## config.mk

```make
export PLATFORM = sky130hd
export DESIGN_NAME = c_string_literal_unescaper_core
export DESIGN_NICKNAME = d
export VERILOG_FILES = /design/src/rtl/cslu_pkg.sv /design/src/rtl/c_string_literal_unescaper_core.sv
export SDC_FILE = /design/constraint.sdc
export NUM_CORES = 1
export LEC_CHECK = 0
export BUFFER_PORTS_ARGS = -buffer_cell sky130_fd_sc_hd__buf_2
export CORE_ASPECT_RATIO = 1.25
export CORE_UTILIZATION = 53
export DETAILED_ROUTE_END_ITERATION = 16
export PLACE_DENSITY = 0.74
export SLEW_MARGIN = 30
export SYNTH_ARGS = -nofsm -noshare
export SYNTH_HDL_FRONTEND = slang
export SYNTH_SLANG_ARGS = --single-unit
```

## constraint.sdc

```tcl
create_clock -name clk -period 4.1 [get_ports clk]
set_clock_uncertainty 0.2 [all_clocks]
set_input_delay 0.615 -clock clk [delete_from_list [all_inputs] [get_ports clk]]
set_output_delay 0.615 -clock clk [all_outputs]
set_load 0.005 [all_outputs]
```

## src/rtl/cslu_pkg.sv

```systemverilog
// ----------------------------------------------------------------------------
// cslu_pkg
// Types, character codes and decode functions for the C string literal
// unescaper.
// ----------------------------------------------------------------------------
package cslu_pkg;

  // Parse modes. Codes above MODE_BETWEEN are never reached and decode as
  // MODE_IN.
  typedef enum logic [3:0] {
    MODE_SKIP    = 4'd0,
    MODE_IN      = 4'd1,
    MODE_ESC     = 4'd2,
    MODE_HEX     = 4'd3,
    MODE_OCT     = 4'd4,
    MODE_BETWEEN = 4'd5
  } mode_t;

  // Result kinds.
  typedef enum logic [2:0] {
    KIND_DATA     = 3'd0,
    KIND_OK       = 3'd1,
    KIND_NO_QUOTE = 3'd2,
    KIND_BREAK    = 3'd3,
    KIND_UNTERM   = 3'd4
  } kind_t;

  localparam int unsigned MaxResults = 3;

  // Character codes.
  localparam logic [7:0] CH_NUL    = 8'h00;
  localparam logic [7:0] CH_TAB    = 8'h09;
  localparam logic [7:0] CH_LF     = 8'h0A;
  localparam logic [7:0] CH_CR     = 8'h0D;
  localparam logic [7:0] CH_SPACE  = 8'h20;
  localparam logic [7:0] CH_QUOTE  = 8'h22;
  localparam logic [7:0] CH_APOS   = 8'h27;
  localparam logic [7:0] CH_ZERO   = 8'h30;
  localparam logic [7:0] CH_SEVEN  = 8'h37;
  localparam logic [7:0] CH_NINE   = 8'h39;
  localparam logic [7:0] CH_QMARK  = 8'h3F;
  localparam logic [7:0] CH_UP_A   = 8'h41;
  localparam logic [7:0] CH_UP_F   = 8'h46;
  localparam logic [7:0] CH_BSLASH = 8'h5C;
  localparam logic [7:0] CH_LO_A   = 8'h61;
  localparam logic [7:0] CH_LO_B   = 8'h62;
  localparam logic [7:0] CH_LO_F   = 8'h66;
  localparam logic [7:0] CH_LO_N   = 8'h6E;
  localparam logic [7:0] CH_LO_R   = 8'h72;
  localparam logic [7:0] CH_LO_T   = 8'h74;
  localparam logic [7:0] CH_LO_V   = 8'h76;
  localparam logic [7:0] CH_LO_X   = 8'h78;

  typedef struct packed {
    mode_t      mode;
    logic [7:0] esc_val;
    logic [1:0] digit_cnt;
    logic       done;
  } parse_state_t;

  // Up to three results produced by one request.
  typedef struct packed {
    logic [MaxResults-1:0][7:0] bytes;
    logic [MaxResults-1:0][2:0] kinds;
    logic [1:0]                 cnt;
  } bundle_t;

  typedef struct packed {
    parse_state_t st;
    bundle_t      bd;
  } work_t;

  function automatic logic is_ws(input logic [7:0] b);
    return (b == CH_SPACE) || ((b >= CH_TAB) && (b <= CH_CR));
  endfunction

  function automatic logic is_oct(input logic [7:0] b);
    return (b >= CH_ZERO) && (b <= CH_SEVEN);
  endfunction

  function automatic logic is_hex(input logic [7:0] b);
    return ((b >= CH_ZERO) && (b <= CH_NINE)) ||
           ((b >= CH_LO_A) && (b <= CH_LO_F)) ||
           ((b >= CH_UP_A) && (b <= CH_UP_F));
  endfunction

  // Value of a hex digit; only meaningful when is_hex() holds.
  function automatic logic [3:0] hex_digit(input logic [7:0] b);
    logic [3:0] d;
    if (b <= CH_NINE) begin
      d = b[3:0];
    end else begin
      d = b[3:0] + 4'd9;
    end
    return d;
  endfunction

  function automatic work_t put(input work_t w, input logic [7:0] b, input kind_t k);
    work_t r;
    r = w;
    if (r.bd.cnt != 2'(MaxResults)) begin
      r.bd.bytes[r.bd.cnt] = b;
      r.bd.kinds[r.bd.cnt] = k;
      r.bd.cnt             = r.bd.cnt + 2'd1;
    end
    return r;
  endfunction

  function automatic work_t finish(input work_t w, input kind_t k);
    work_t r;
    r         = put(w, CH_NUL, k);
    r.st.done = 1'b1;
    return r;
  endfunction

  function automatic work_t clear_esc(input work_t w);
    work_t r;
    r              = w;
    r.st.esc_val   = '0;
    r.st.digit_cnt = '0;
    return r;
  endfunction

  function automatic logic [7:0] pending_val(input parse_state_t st);
    return (st.digit_cnt != 2'd0) ? st.esc_val : CH_LO_X;
  endfunction

  function automatic work_t in_literal(input work_t w, input logic [7:0] b);
    work_t r;
    r = w;
    if (b == CH_BSLASH) begin
      r.st.mode = MODE_ESC;
    end else if (b == CH_QUOTE) begin
      r.st.mode = MODE_BETWEEN;
    end else begin
      r = put(r, b, KIND_DATA);
    end
    return r;
  endfunction

  function automatic work_t end_of_buffer(input work_t w);
    work_t r;
    r = w;
    if (!r.st.done) begin
      case (r.st.mode)
        MODE_SKIP:    r = finish(r, KIND_NO_QUOTE);
        MODE_BETWEEN: r = finish(r, KIND_OK);
        MODE_HEX: begin
          r = put(r, pending_val(r.st), KIND_DATA);
          r = clear_esc(r);
          r = finish(r, KIND_UNTERM);
        end
        MODE_OCT: begin
          r = put(r, r.st.esc_val, KIND_DATA);
          r = clear_esc(r);
          r = finish(r, KIND_UNTERM);
        end
        default:      r = finish(r, KIND_UNTERM);
      endcase
    end
    return r;
  endfunction

  function automatic work_t escape_byte(input work_t w, input logic [7:0] b);
    work_t      r;
    logic [7:0] v;
    logic       emit;
    r         = w;
    v         = CH_NUL;
    emit      = 1'b1;
    r.st.mode = MODE_IN;
    case (b)
      CH_QUOTE:  v = CH_QUOTE;
      CH_LO_N:   v = 8'h0A;
      CH_LO_R:   v = 8'h0D;
      CH_LO_T:   v = 8'h09;
      CH_BSLASH: v = CH_BSLASH;
      CH_APOS:   v = CH_APOS;
      CH_LO_A:   v = 8'h07;
      CH_LO_B:   v = 8'h08;
      CH_LO_F:   v = 8'h0C;
      CH_LO_V:   v = 8'h0B;
      CH_QMARK:  v = CH_QMARK;
      default:   emit = 1'b0;
    endcase
    if ((b == CH_CR) || (b == CH_LF)) begin
      r = finish(r, KIND_BREAK);
    end else if (b == CH_LO_X) begin
      r.st.mode = MODE_HEX;
      r         = clear_esc(r);
    end else if (!emit) begin
      // Unknown escapes are dropped, octal digits open an octal escape.
      if (is_oct(b)) begin
        r.st.mode      = MODE_OCT;
        r.st.esc_val   = {5'd0, b[2:0]};
        r.st.digit_cnt = 2'd1;
      end
    end else begin
      r = put(r, v, KIND_DATA);
    end
    return r;
  endfunction

  function automatic work_t process_byte(input work_t w, input logic [7:0] b);
    work_t r;
    r = w;
    case (r.st.mode)
      MODE_SKIP: begin
        if (!is_ws(b)) begin
          if (b == CH_QUOTE) begin
            r.st.mode = MODE_IN;
          end else begin
            r = finish(r, KIND_NO_QUOTE);
          end
        end
      end
      MODE_ESC: r = escape_byte(r, b);
      MODE_HEX: begin
        if (is_hex(b) && (r.st.digit_cnt == 2'd0)) begin
          r.st.esc_val   = {4'd0, hex_digit(b)};
          r.st.digit_cnt = 2'd1;
        end else if (is_hex(b)) begin
          r         = put(r, {r.st.esc_val[3:0], hex_digit(b)}, KIND_DATA);
          r         = clear_esc(r);
          r.st.mode = MODE_IN;
        end else begin
          r         = put(r, pending_val(r.st), KIND_DATA);
          r         = clear_esc(r);
          r.st.mode = MODE_IN;
          r         = in_literal(r, b);
        end
      end
      MODE_OCT: begin
        if (is_oct(b)) begin
          r.st.esc_val   = {r.st.esc_val[4:0], b[2:0]};
          r.st.digit_cnt = r.st.digit_cnt + 2'd1;
          if (r.st.digit_cnt == 2'd3) begin
            r         = put(r, r.st.esc_val, KIND_DATA);
            r         = clear_esc(r);
            r.st.mode = MODE_IN;
          end
        end else begin
          r         = put(r, r.st.esc_val, KIND_DATA);
          r         = clear_esc(r);
          r.st.mode = MODE_IN;
          r         = in_literal(r, b);
        end
      end
      MODE_BETWEEN: begin
        if (!is_ws(b)) begin
          if (b == CH_QUOTE) begin
            r.st.mode = MODE_IN;
          end else begin
            r = finish(r, KIND_OK);
          end
        end
      end
      default: r = in_literal(r, b);
    endcase
    return r;
  endfunction

  // Whole update for one request: state in, new state and results out.
  function automatic work_t step(input parse_state_t st, input logic [7:0] b,
                                 input logic first, input logic last);
    work_t r;
    r.st = st;
    r.bd = '0;
    if (first) begin
      r.st.mode = MODE_SKIP;
      r         = clear_esc(r);
      r.st.done = 1'b0;
    end
    if (!r.st.done) begin
      if (b == CH_NUL) begin
        r = end_of_buffer(r);
      end else begin
        r = process_byte(r, b);
        if (last) begin
          r = end_of_buffer(r);
        end
      end
    end
    return r;
  endfunction

endpackage

```

## src/rtl/c_string_literal_unescaper_core.sv

```systemverilog
// ----------------------------------------------------------------------------
// c_string_literal_unescaper_core
// Decodes adjacent C double-quoted string literals from a raw byte stream.
// ----------------------------------------------------------------------------
// Usage:
// Raw text enters one byte per request on the in_ channel (in_data_byte,
// in_first, in_last). A request with in_first set restarts the parse. A
// zero byte or in_last closes the buffer. Decoded bytes leave on the out_
// channel as data results (out_kind data), followed by one end result
// that carries the parse status; out_last marks the final result caused
// by each request. After the end result, bytes yield nothing until the
// next in_first.
// Path: a request is captured in an input register and decoded from it
// into a result register, from which the output port presents its results.
// Throughput with out_stall low: one byte per cycle while each byte makes
// at most one result; a byte that makes k results (at most three, e.g. a
// flushed escape, the byte itself and the end status) holds the result
// register and sends them out one per cycle. Bytes that make no result
// (quotes, backslashes, whitespace) pass without touching the output.
// Stall: while out_stall is high the result register holds, and once the
// input register also holds a request that makes results, in_stall rises.
// Reset: rst_n low clears the parse state (skipping leading whitespace)
// and empties both registers; no clearing pass is needed.
// ----------------------------------------------------------------------------
module c_string_literal_unescaper_core (
  input  logic       clk,
  input  logic       rst_n,
  input  logic       in_valid,
  output logic       in_stall,
  input  logic [7:0] in_data_byte,
  input  logic       in_first,
  input  logic       in_last,
  output logic       out_valid,
  input  logic       out_stall,
  output logic [7:0] out_byte,
  output logic [2:0] out_kind,
  output logic       out_last
);

  // Input register: one pending request.
  logic       in_vld_r;
  logic [7:0] in_byte_r;
  logic       in_first_r;
  logic       in_last_r;

  // Parse state.
  cslu_pkg::parse_state_t st_r;

  // Result register: the results of one request and a read index.
  logic              bnd_vld_r;
  cslu_pkg::bundle_t bnd_r;
  logic [1:0]        idx_r;

  cslu_pkg::work_t work;
  logic            out_take;
  logic            bnd_done;
  logic            bnd_free;
  logic            move;
  logic            in_take;

  // The whole decode of one byte is a short chain of compares and muxes.
  always_comb begin
    work = cslu_pkg::step(st_r, in_byte_r, in_first_r, in_last_r);
  end

  assign out_valid = bnd_vld_r;
  assign out_byte  = bnd_r.bytes[idx_r];
  assign out_kind  = bnd_r.kinds[idx_r];
  assign out_last  = (idx_r == (bnd_r.cnt - 2'd1));

  assign out_take = bnd_vld_r && !out_stall;
  assign bnd_done = out_take && out_last;
  assign bnd_free = !bnd_vld_r || bnd_done;

  // A request with no results may retire even while the output is busy.
  assign move     = in_vld_r && (bnd_free || (work.bd.cnt == 2'd0));
  assign in_stall = in_vld_r && !move;
  assign in_take  = in_valid && !in_stall;

  always_ff @(posedge clk) begin
    if (!rst_n) begin
      in_vld_r <= 1'b0;
    end else if (in_take) begin
      in_vld_r <= 1'b1;
    end else if (move) begin
      in_vld_r <= 1'b0;
    end
  end

  always_ff @(posedge clk) begin
    if (in_take) begin
      in_byte_r  <= in_data_byte;
      in_first_r <= in_first;
      in_last_r  <= in_last;
    end
  end

  always_ff @(posedge clk) begin
    if (!rst_n) begin
      st_r.mode      <= cslu_pkg::MODE_SKIP;
      st_r.esc_val   <= '0;
      st_r.digit_cnt <= '0;
      st_r.done      <= 1'b0;
    end else if (move) begin
      st_r <= work.st;
    end
  end

  always_ff @(posedge clk) begin
    if (!rst_n) begin
      bnd_vld_r <= 1'b0;
      idx_r     <= '0;
    end else if (move && (work.bd.cnt != 2'd0)) begin
      bnd_vld_r <= 1'b1;
      idx_r     <= '0;
    end else if (bnd_done) begin
      bnd_vld_r <= 1'b0;
    end else if (out_take) begin
      idx_r <= idx_r + 2'd1;
    end
  end

  always_ff @(posedge clk) begin
    if (move && (work.bd.cnt != 2'd0)) begin
      bnd_r <= work.bd;
    end
  end

endmodule
```

==> flow_summary.ini, run 1 <==
[timing]
drv_slew = 0
hold_violations = 0
whs_ps = 230.5
setup_tns_ps = -144.3
max_freq_ghz = 0.2356
fin_crit_sh = 1.035
rsz0062_at_grt = true
setup_slack_ps = -144.3
max-slew-margin-rel = 0.4694
setup_viol = 1
max_slew.worst_pin.slew_ps = 794.3
period_needed_ps = 4244

[yosys]
synthFlopType = edfxtp_1
synthArstFlopShare = 0
ys_seq_elements = 64
synth_edf_count = 45
synth_warnings = 0
synth_cell_types = 85
synthesis.instances = 555
yosysSeqAreaShare = 0.3746
avgSynthCellArea_um2 = 8.330
syn_area_mm2 = 0.004623

[run_status]
status = finished with violations
violations = negative setup slack

[worst_setup_path]
endpoint_kind = output pin
cp.arrival_ps = 3430
start_kind = flop
crit_fanout = 3
cp.required_ps = 3280
worstSetupPathType = reg -> out

[layout]
finalNetCount = 664
multiInputGateArea_mm2 = 0.002884
insertedDiodeCount = 0
drive_gt1_frac = 0.2631
seq_area_mm2 = 0.001732
fillers = 703
area_growth_syn_to_layout_pct = 24.01
finish.utilization = 0.6880

[flow_run]
maxCapViolations = 0

[pwr]
total_leakage_power_nw = 2.137
finalPower_mw = 1.516
p_per_area_mw_per_mm2 = 264.4
vdd.ir_drop.worst_v = 0.0001578

[floorplanning]
die_w_um = 85.54
die_area_mm2 = 0.009103
die_h_um = 106.4
ioPinCount = 28
core_mm2 = 0.008333
rows = 37
initial_core_util = 0.5548

[global_routing]
grt_pass1_wl_mm = 24.42
gr-total-overflow = 0
first_global_vias = 4652
grt_usage = 0.3515
antenna_found_initial = 0
grt_max_degree = 37

[clock_tree]
clk_path_buf_depth = 2
cts_root_buffer = clkbuf_8
clk_pin_slew_worst_paths_ps = 80
h-tree-depth = 3
cts_tree = yes
numCtsBuffers = 9
clkSinkCount = 64
clock_latency_ps = 360

[routing]
detail_route.wl_per_cell_um = 20.52
vias_per_cell = 6.556
drcViolationCount = 0
drt_iter0_drc = 613
dr.pass1.iters = 6
via_count = 4897
route.antenna.remaining_nets = 0
wl_mm = 15.33

[placed_design]
hpwlAfterDp_mm = 11.15
pre_cts_slack_ps = 46.98
gp_congestion = 1.029
port_buffers = 27

[hold_path]
min_path_type = in -> reg
-- stage by stage --
stage | std cells | cell area, um2
floorplan | 565 | 4664
global placement | 707 | 5189
CTS | 740 | 5634
finish | 747 | 5733
detailed placement | 707 | 5189
global route | 747 | 5733
-- final timing paths --
kind / slack [ps] / start / endpoint / depth (start not counted)
max: -140 / in_byte_r[6]$_DFFE_PP_ / in_stall / 12
min: 230 / in_first / in_first_r$_DFFE_PP_ / 1
max reg2reg: 130 / in_byte_r[6]$_DFFE_PP_ / st_r[10]$_SDFFE_PN0P_ / 13
min reg2reg: 310 / st_r[8]$_SDFFE_PN0P_ / st_r[8]$_SDFFE_PN0P_ / 2
-- registers in the layout, indices dropped and copies added, names as in the netlist --
register,count
bnd_r,35
in_last_r,1
idx_r,2
in_byte_r,8
out_valid,1
in_first_r,1
in_vld_r,1
st_r,15
-- worst max-delay path, stage by stage, from the launching register on --
cell and delay, ps:
edfxtp_1 440, buf_4 180, nor4_1 480, o211ai_1 220, o31a_1 190, a21oi_2 200
o221ai_2 120, or3_4 340, o31a_1 320, a311o_1 310, nand2_2 90, nor2_2 40
buf_2 150
-- cell families (layout without fill, tap and decap cells) --
group                    count (synthesis)  in the layout  synth area share
XOR/XNOR                                 7              7           0.01326
AO/OA/AOI/OAI                          177            177            0.2598
flip-flops                              64             64            0.3746
adder cells (fa/ha/maj)                  5              5           0.01353
buffers and inverters                   47            132           0.04411
multiplexers                            15             15           0.03302
AND/OR/NAND/NOR                        239            239            0.2609
other                                    1             11         0.0008111
-- routing by layer --
metal  vias to the layer above  track usage  part of all wire
met4                         0       0.1429             0.045
met1                      2232       0.4436              0.39
met3                        79      0.06677             0.086
li1                       2241            -                 -
met5                         -            0                 0
met2                       345       0.5886              0.48
-- layout by cell type (no fill, tap or decap), drive strengths merged, types with 4 or more instances in the layout --
master / count
or2: 4
nor4: 4
o21ai: 54
a221oi: 4
inv: 11
dfxtp: 19
o21a: 5
a21o: 4
buf: 105
conb: 11
nand3: 16
nor2b: 10
ha: 5
nand3b: 6
xnor2: 4
nor2: 68
nand2b: 5
o211ai: 7
a21oi: 35
a31oi: 5
o22ai: 10
clkbuf: 10
a22o: 4
nand2: 73
and2: 8
nor3: 15
or3b: 4
a211oi: 4
edfxtp: 45
nand4b: 6
a21boi: 6
mux2i: 13
nor3b: 4
-- power breakdown --
group	internal, mW	leakage [nW]	switching (mW)
Clock	0.299	0.0989	0.274
Combinational	0.0885	1.45	0.121
Sequential	0.717	0.591	0.0161
-- cell usage after synthesis (3+ instances only) --
master | n | share of area
a21boi_0 | 5 | 0.0081
a21o_1 | 4 | 0.0065
a21oi_1 | 33 | 0.036
a221oi_1 | 4 | 0.0076
a22o_1 | 4 | 0.0076
a311o_1 | 3 | 0.0065
a31oi_1 | 5 | 0.0068
and2_1 | 7 | 0.0095
and3_1 | 3 | 0.0041
and3b_1 | 3 | 0.0057
buf_2 | 10 | 0.011
clkbuf_1 | 22 | 0.018
dfxtp_1 | 19 | 0.082
edfxtp_1 | 45 | 0.29
ha_1 | 5 | 0.014
inv_1 | 10 | 0.0081
mux2i_1 | 13 | 0.028
nand2_1 | 73 | 0.059
nand2b_1 | 5 | 0.0068
nand3_1 | 16 | 0.017
nand3b_1 | 6 | 0.0097
nand4b_1 | 6 | 0.011
nor2_1 | 67 | 0.054
nor2b_1 | 10 | 0.014
nor3_1 | 14 | 0.015
nor3b_1 | 3 | 0.0049
nor4_1 | 3 | 0.0041
o211a_1 | 3 | 0.0065
o211ai_1 | 7 | 0.011
o21a_1 | 5 | 0.0081
o21ai_0 | 48 | 0.052
o21ai_1 | 4 | 0.0043
o22ai_1 | 10 | 0.014
o31ai_1 | 3 | 0.0049
o32ai_1 | 3 | 0.0057
xnor2_1 | 4 | 0.0076
xor2_1 | 3 | 0.0057
-- timing repair --
action	4_1_cts	5_1_grt
pin swaps	16	11
setup endpoints to repair	1	13
gates resized for setup	28	9
buffers inserted	17	7
gates cloned	0	0
hold buffers	0	0
-- layout make-up --
cell class | instances | area share
Clock inverter | 6 | 0.01179
Inverter | 11 | 0.007202
Multi-Input combinational cell | 454 | 0.5031
Clock buffer | 10 | 0.02401
Tap cell | 97 | 0.02117
Timing Repair Buffer | 105 | 0.1307
Sequential cell | 64 | 0.3021
Power figures use the tool's default switching activity.
==> run 2, diff against run 1 <==
--- a/config.mk
+++ b/config.mk
@@ -10,6 +10,7 @@
 export CORE_UTILIZATION = 53
 export DETAILED_ROUTE_END_ITERATION = 16
 export PLACE_DENSITY = 0.74
+export RECOVER_POWER = 25
 export SLEW_MARGIN = 30
 export SYNTH_ARGS = -nofsm -noshare
 export SYNTH_HDL_FRONTEND = slang
==> flow_summary.ini, run 2 (synthesis gave the netlist of run 1 again) <==
[run_status]
status = finished with violations
violations = negative setup slack

[routing]
route.antenna.remaining_nets = 0
vias_per_cell = 6.519
wl_mm = 15.28
drt_iter0_drc = 701
via_count = 4870
dr.pass1.iters = 6
drcViolationCount = 0
detail_route.wl_per_cell_um = 20.46

[timing]
setup_slack_ps = -114.9
drv_slew = 0
max_freq_ghz = 0.2373
fin_crit_sh = 1.028
hold_violations = 0
rsz0062_at_grt = true
setup_viol = 1
max_slew.worst_pin.slew_ps = 851.5
max-slew-margin-rel = 0.4263
period_needed_ps = 4215

[global_routing]
gr-total-overflow = 0
grt_max_degree = 37
antenna_found_initial = 0
grt_pass1_wl_mm = 24.42
first_global_vias = 4652
grt_usage = 0.3515

[worst_setup_path]
endpoint_kind = output pin
r2r_start = in_byte_r[6]$_DFFE_PP_
cp.arrival_ps = 3400
crit_fanout = 3
cp_slowest_cell = nor4_1
cp-startpoint = in_byte_r[6]$_DFFE_PP_
cpLargestDelayFamily = compound AO/OA/AOI/OAI gates
cpPeakStageDelay_ps = 460
crit_chain = buf_4, nor4_1, o211ai_1, o31a_1, a21oi_2, o221ai_2, or3_4, o31a_1, a311o_1, nand2_2, nor2_2, buf_2
cp.required_ps = 3280
crit_path_frequent_cell = o31a_1
worstSetupPathType = reg -> out
path_buf_inv = 2
start_kind = flop

[clock_tree]
numCtsBuffers = 9
h-tree-depth = 3
clk_path_buf_depth = 2
clkSinkCount = 64
hold_buffers = 0
cts_tree = yes
cts_root_buffer = clkbuf_8
clock_latency_ps = 360
clk_pin_slew_worst_paths_ps = 80

[placed_design]
pre_cts_slack_ps = 46.98
hpwlAfterDp_mm = 11.15
port_buffers = 27
gp_congestion = 1.029
place_inst = 707

[flow_run]
maxCapViolations = 0

[hold_path]
holdCritStartpoint = in_first
min_path_type = in -> reg

[floorplanning]
die_w_um = 85.54
die_area_mm2 = 0.009103
ioPinCount = 28
core_mm2 = 0.008333
initial_core_util = 0.5548
die_h_um = 106.4
rows = 37

[pwr]
p_per_area_mw_per_mm2 = 264.9
total_leakage_power_nw = 2.103
vdd.ir_drop.worst_v = 0.0001585
finalPower_mw = 1.514

[layout]
largestRegisters = bnd_r (35), st_r (15), in_byte_r (8)
largest_reg_flops = 35
drive_gt1_frac = 0.2477
finalNetCount = 664
final_cell_mix = buf_4 (74), nand2_1 (70), nor2_1 (64)
finish.utilization = 0.6862
top_register = bnd_r
final_common_cell = buf_4
stdcell_count = 747
area_growth_syn_to_layout_pct = 23.68
insertedDiodeCount = 0
run 2: stage by stage:
stage / hold slack, ps / setup TNS (ps) / area [um2]
floorplan: 250.7 / 0 / 4664
global placement: 290.6 / 0 / 5189
detailed placement: 298.2 / 0 / 5189
CTS: 228.0 / -83.16 / 5634
global route: 214.9 / -235.8 / 5718
finish: 230.9 / -114.9 / 5718
run 2: metal layers:
layer  global-route usage  wire length [um]
met1               0.4436              6014
met2               0.5886              7318
met3              0.06677              1303
met4               0.1429               642
met5                    0                 0
run 2: what timing repair did:
item	CTS	global route
endpoints found under the setup margin	1	13
gates cloned	0	0
buffers inserted	17	7
pin swaps	16	11
gates resized for setup	28	9
endpoints found under the hold margin	0	0
run 2: area by class of cell:
| cell class | count | area (um2) |
|---|---|---|
| clock buffers | 10 | 137.6 |
| clock inverters | 6 | 67.56 |
| fillers | 711 | 2615 |
| inverters | 11 | 41.29 |
| multi-input cells | 454 | 2884 |
| flip-flops and latches | 64 | 1732 |
| well taps | 97 | 121.4 |
| repair buffers | 105 | 734.5 |
run 2: path summary, 6_finish.rpt:
path | depth (start not counted) | slack (ps) | end
max | 12 | -110 | in_stall
min | 1 | 230 | in_first_r$_DFFE_PP_
min reg2reg | 2 | 310 | st_r[8]$_SDFFE_PN0P_
max reg2reg | 13 | 180 | st_r[10]$_SDFFE_PN0P_
run 2: power breakdown:
part | leakage [nW] | total (mW) | switching [mW] | internal (mW)
combinational | 1.41 | 0.208 | 0.121 | 0.0868
clock | 0.0989 | 0.574 | 0.275 | 0.299
sequential | 0.591 | 0.733 | 0.0160 | 0.717
total | 2.10 | 1.51 | 0.411 | 1.10
==> run 3, diff against run 2 <==
--- a/config.mk
+++ b/config.mk
@@ -9,7 +9,7 @@
 export CORE_ASPECT_RATIO = 1.25
 export CORE_UTILIZATION = 53
 export DETAILED_ROUTE_END_ITERATION = 16
-export PLACE_DENSITY = 0.74
+export PLACE_DENSITY = 0.71
 export RECOVER_POWER = 25
 export SLEW_MARGIN = 30
 export SYNTH_ARGS = -nofsm -noshare
==> constraint.sdc (replaced) <==
create_clock -name clk -period 5 [get_ports clk]
set_clock_uncertainty 0.2 [all_clocks]
set_input_delay 0.75 -clock clk [delete_from_list [all_inputs] [get_ports clk]]
set_output_delay 0.75 -clock clk [all_outputs]
set_load 0.005 [all_outputs]
==> flow_summary.ini, run 3 (synthesis gave the netlist of run 1 again) <==
[worst_setup_path]
crit_fanout = 6
cp_slowest_cell = edfxtp_1
start_kind = flop
crit_chain = inv_2, ha_1, or3b_1, and3b_1, a21boi_2, and2_2, o221ai_2, or3_1, o31a_1, a311o_1, nand2_1, nor2_1, buf_2
cpPeakStageDelay_ps = 490
endpoint_kind = output pin
cp.arrival_ps = 3840
path_buf_inv = 2
cp.required_ps = 4050
worstSetupPathType = reg -> out
cpLargestDelayFamily = simple AND/OR/NAND/NOR gates

[routing]
routed-wl-met3_mm = 1.059
drcViolationCount = 0
drt_iter0_drc = 640
vias_per_cell = 6.517
via_count = 4484
route.antenna.remaining_nets = 0
top_layer_used = met4
wl_mm = 14.31
met1Wirelength_mm = 5.837
wl_met2_mm = 6.878
dr.pass1.iters = 5
detail_route.wl_per_cell_um = 20.80

[layout]
insertedDiodeCount = 0
fillers = 735
final_cell_mix = nand2_1 (72), nor2_1 (66), o21ai_0 (49)
top_register = bnd_r
largestRegisters = bnd_r (35), st_r (15), in_byte_r (8)
area_growth_syn_to_layout_pct = 11.85
largest_reg_flops = 35
finalNetCount = 605
final_common_cell = nand2_1
drive_gt1_frac = 0.1404

[floorplanning]
core_mm2 = 0.008333
initial_core_util = 0.5548
die_h_um = 106.4
die_area_mm2 = 0.009103
rows = 37
ioPinCount = 28
die_w_um = 85.54

[timing]
fin_crit_sh = 0.9570
max-slew-margin-rel = 0.3516
setup_slack_ps = 214.8
max_slew.worst_pin.slew_ps = 972.6
drv_slew = 0
setup_viol = 0
hold_violations = 0
period_needed_ps = 4785
setup_tns_ps = 0
max_freq_ghz = 0.2090
rsz0062_at_grt = false

[pwr]
total_leakage_power_nw = 1.801
p_comb_frac = 0.097
p_sw_frac = 0.2478
p_int_mw = 0.9637
seq_power_share = 0.473
vdd.ir_drop.worst_v = 0.0001189
clkPwrFrac = 0.430
switchingPower_mw = 0.3174
p_per_area_mw_per_mm2 = 247.7

[run_status]
status = complete, no violations

[global_routing]
grt_usage = 0.3244
first_global_vias = 4071
antenna_found_initial = 0
grt_pass1_wl_mm = 22.22
grt_max_degree = 37
gr-total-overflow = 0

[clock_tree]
h-tree-depth = 3
cts_root_buffer = clkbuf_8
cts_tree = yes
clock_latency_ps = 360
clkSinkCount = 64
clk_pin_slew_worst_paths_ps = 80
clk_path_buf_depth = 2
numCtsBuffers = 9

[placed_design]
port_buffers = 27
pre_cts_slack_ps = 488.7
gp_congestion = 1.007
hpwlAfterDp_mm = 10.88

[flow_run]
maxCapViolations = 0

[hold_path]
min_path_type = reg -> reg
==> run 3: changes by cell type in the layout (fill, tap and decap cells not counted), sizes merged <==
cell	before	now
clkinv	3	4
inv	11	10
buf	94	34
clkinvlp	2	1
bufinv	1	3
==> run 3: what timing repair did <==
action                                  CTS  global route
setup buffers                             0             2
hold endpoints to repair                  0             0
resized for setup                         0            11
hold buffers                              0             0
endpoints found under the setup margin    0             1
==> run 3: per-stage QoR <==
step	hold WS, ps	power, mW	util	cells	area, um2
after global placement	305.3	0.7361	0.5859	670	4882
after CTS	326.2	1.285	0.6152	686	5126
after detailed placement	316.4	0.7381	0.5859	670	4882
after floorplan	250.7	0.6963	-	565	4661
after global routing	350.1	1.328	0.6206	688	5171
final	334.4	1.281	0.6206	688	5171
==> run 3: layer usage <==
metal	track usage	up-vias
li1	-	2113
met1	0.4160	2104
met2	0.5314	231
met3	0.05901	36
met4	0.1440	0
met5	0	-
==> run 3: layout make-up <==
| class | instances | area [um2] | share of cell area |
|---|---|---|---|
| clock buffers | 9 | 123.9 | 0.02395 |
| inverters | 11 | 41.29 | 0.007985 |
| clock inverters | 7 | 120.1 | 0.02323 |
| well taps | 97 | 121.4 | 0.02347 |
| flip-flops and latches | 64 | 1732 | 0.3349 |
| multi-input cells | 454 | 2771 | 0.5359 |
| repair buffers | 46 | 261.5 | 0.05057 |
==> run 3: path summary, 6_finish.rpt <==
check / from / end / slack [ps] / depth (start not counted)
worst max-delay path: in_byte_r[0]$_DFFE_PP_ / in_stall / 210 / 13
worst min-delay path: st_r[8]$_SDFFE_PN0P_ / st_r[8]$_SDFFE_PN0P_ / 330 / 2
worst max register to register: in_byte_r[0]$_DFFE_PP_ / st_r[6]$_SDFFE_PN0P_ / 670 / 13
worst min register to register: st_r[8]$_SDFFE_PN0P_ / st_r[8]$_SDFFE_PN0P_ / 330 / 2
==> run 3: power groups by stage <==
stage | Combinational (mW) | Sequential [mW] | Clock, mW
finish | 0.124 | 0.606 | 0.551
global route | 0.135 | 0.609 | 0.584
CTS | 0.121 | 0.606 | 0.559
detailed placement | 0.120 | 0.618 | 0
global placement | 0.119 | 0.617 | 0
floorplan | 0.0882 | 0.608 | 0
==> run 3: worst register-to-register path, stage by stage (launching register included) <==
cell and delay [ps]:
edfxtp_1 490, inv_2 170, ha_1 230, or3b_1 380
and3b_1 200, a21boi_2 230, and2_2 270, o221ai_2 120
or3_1 400, o31a_1 300, a311oi_2 270, o21ai_2 260
a211oi_2 530, a22o_1 220
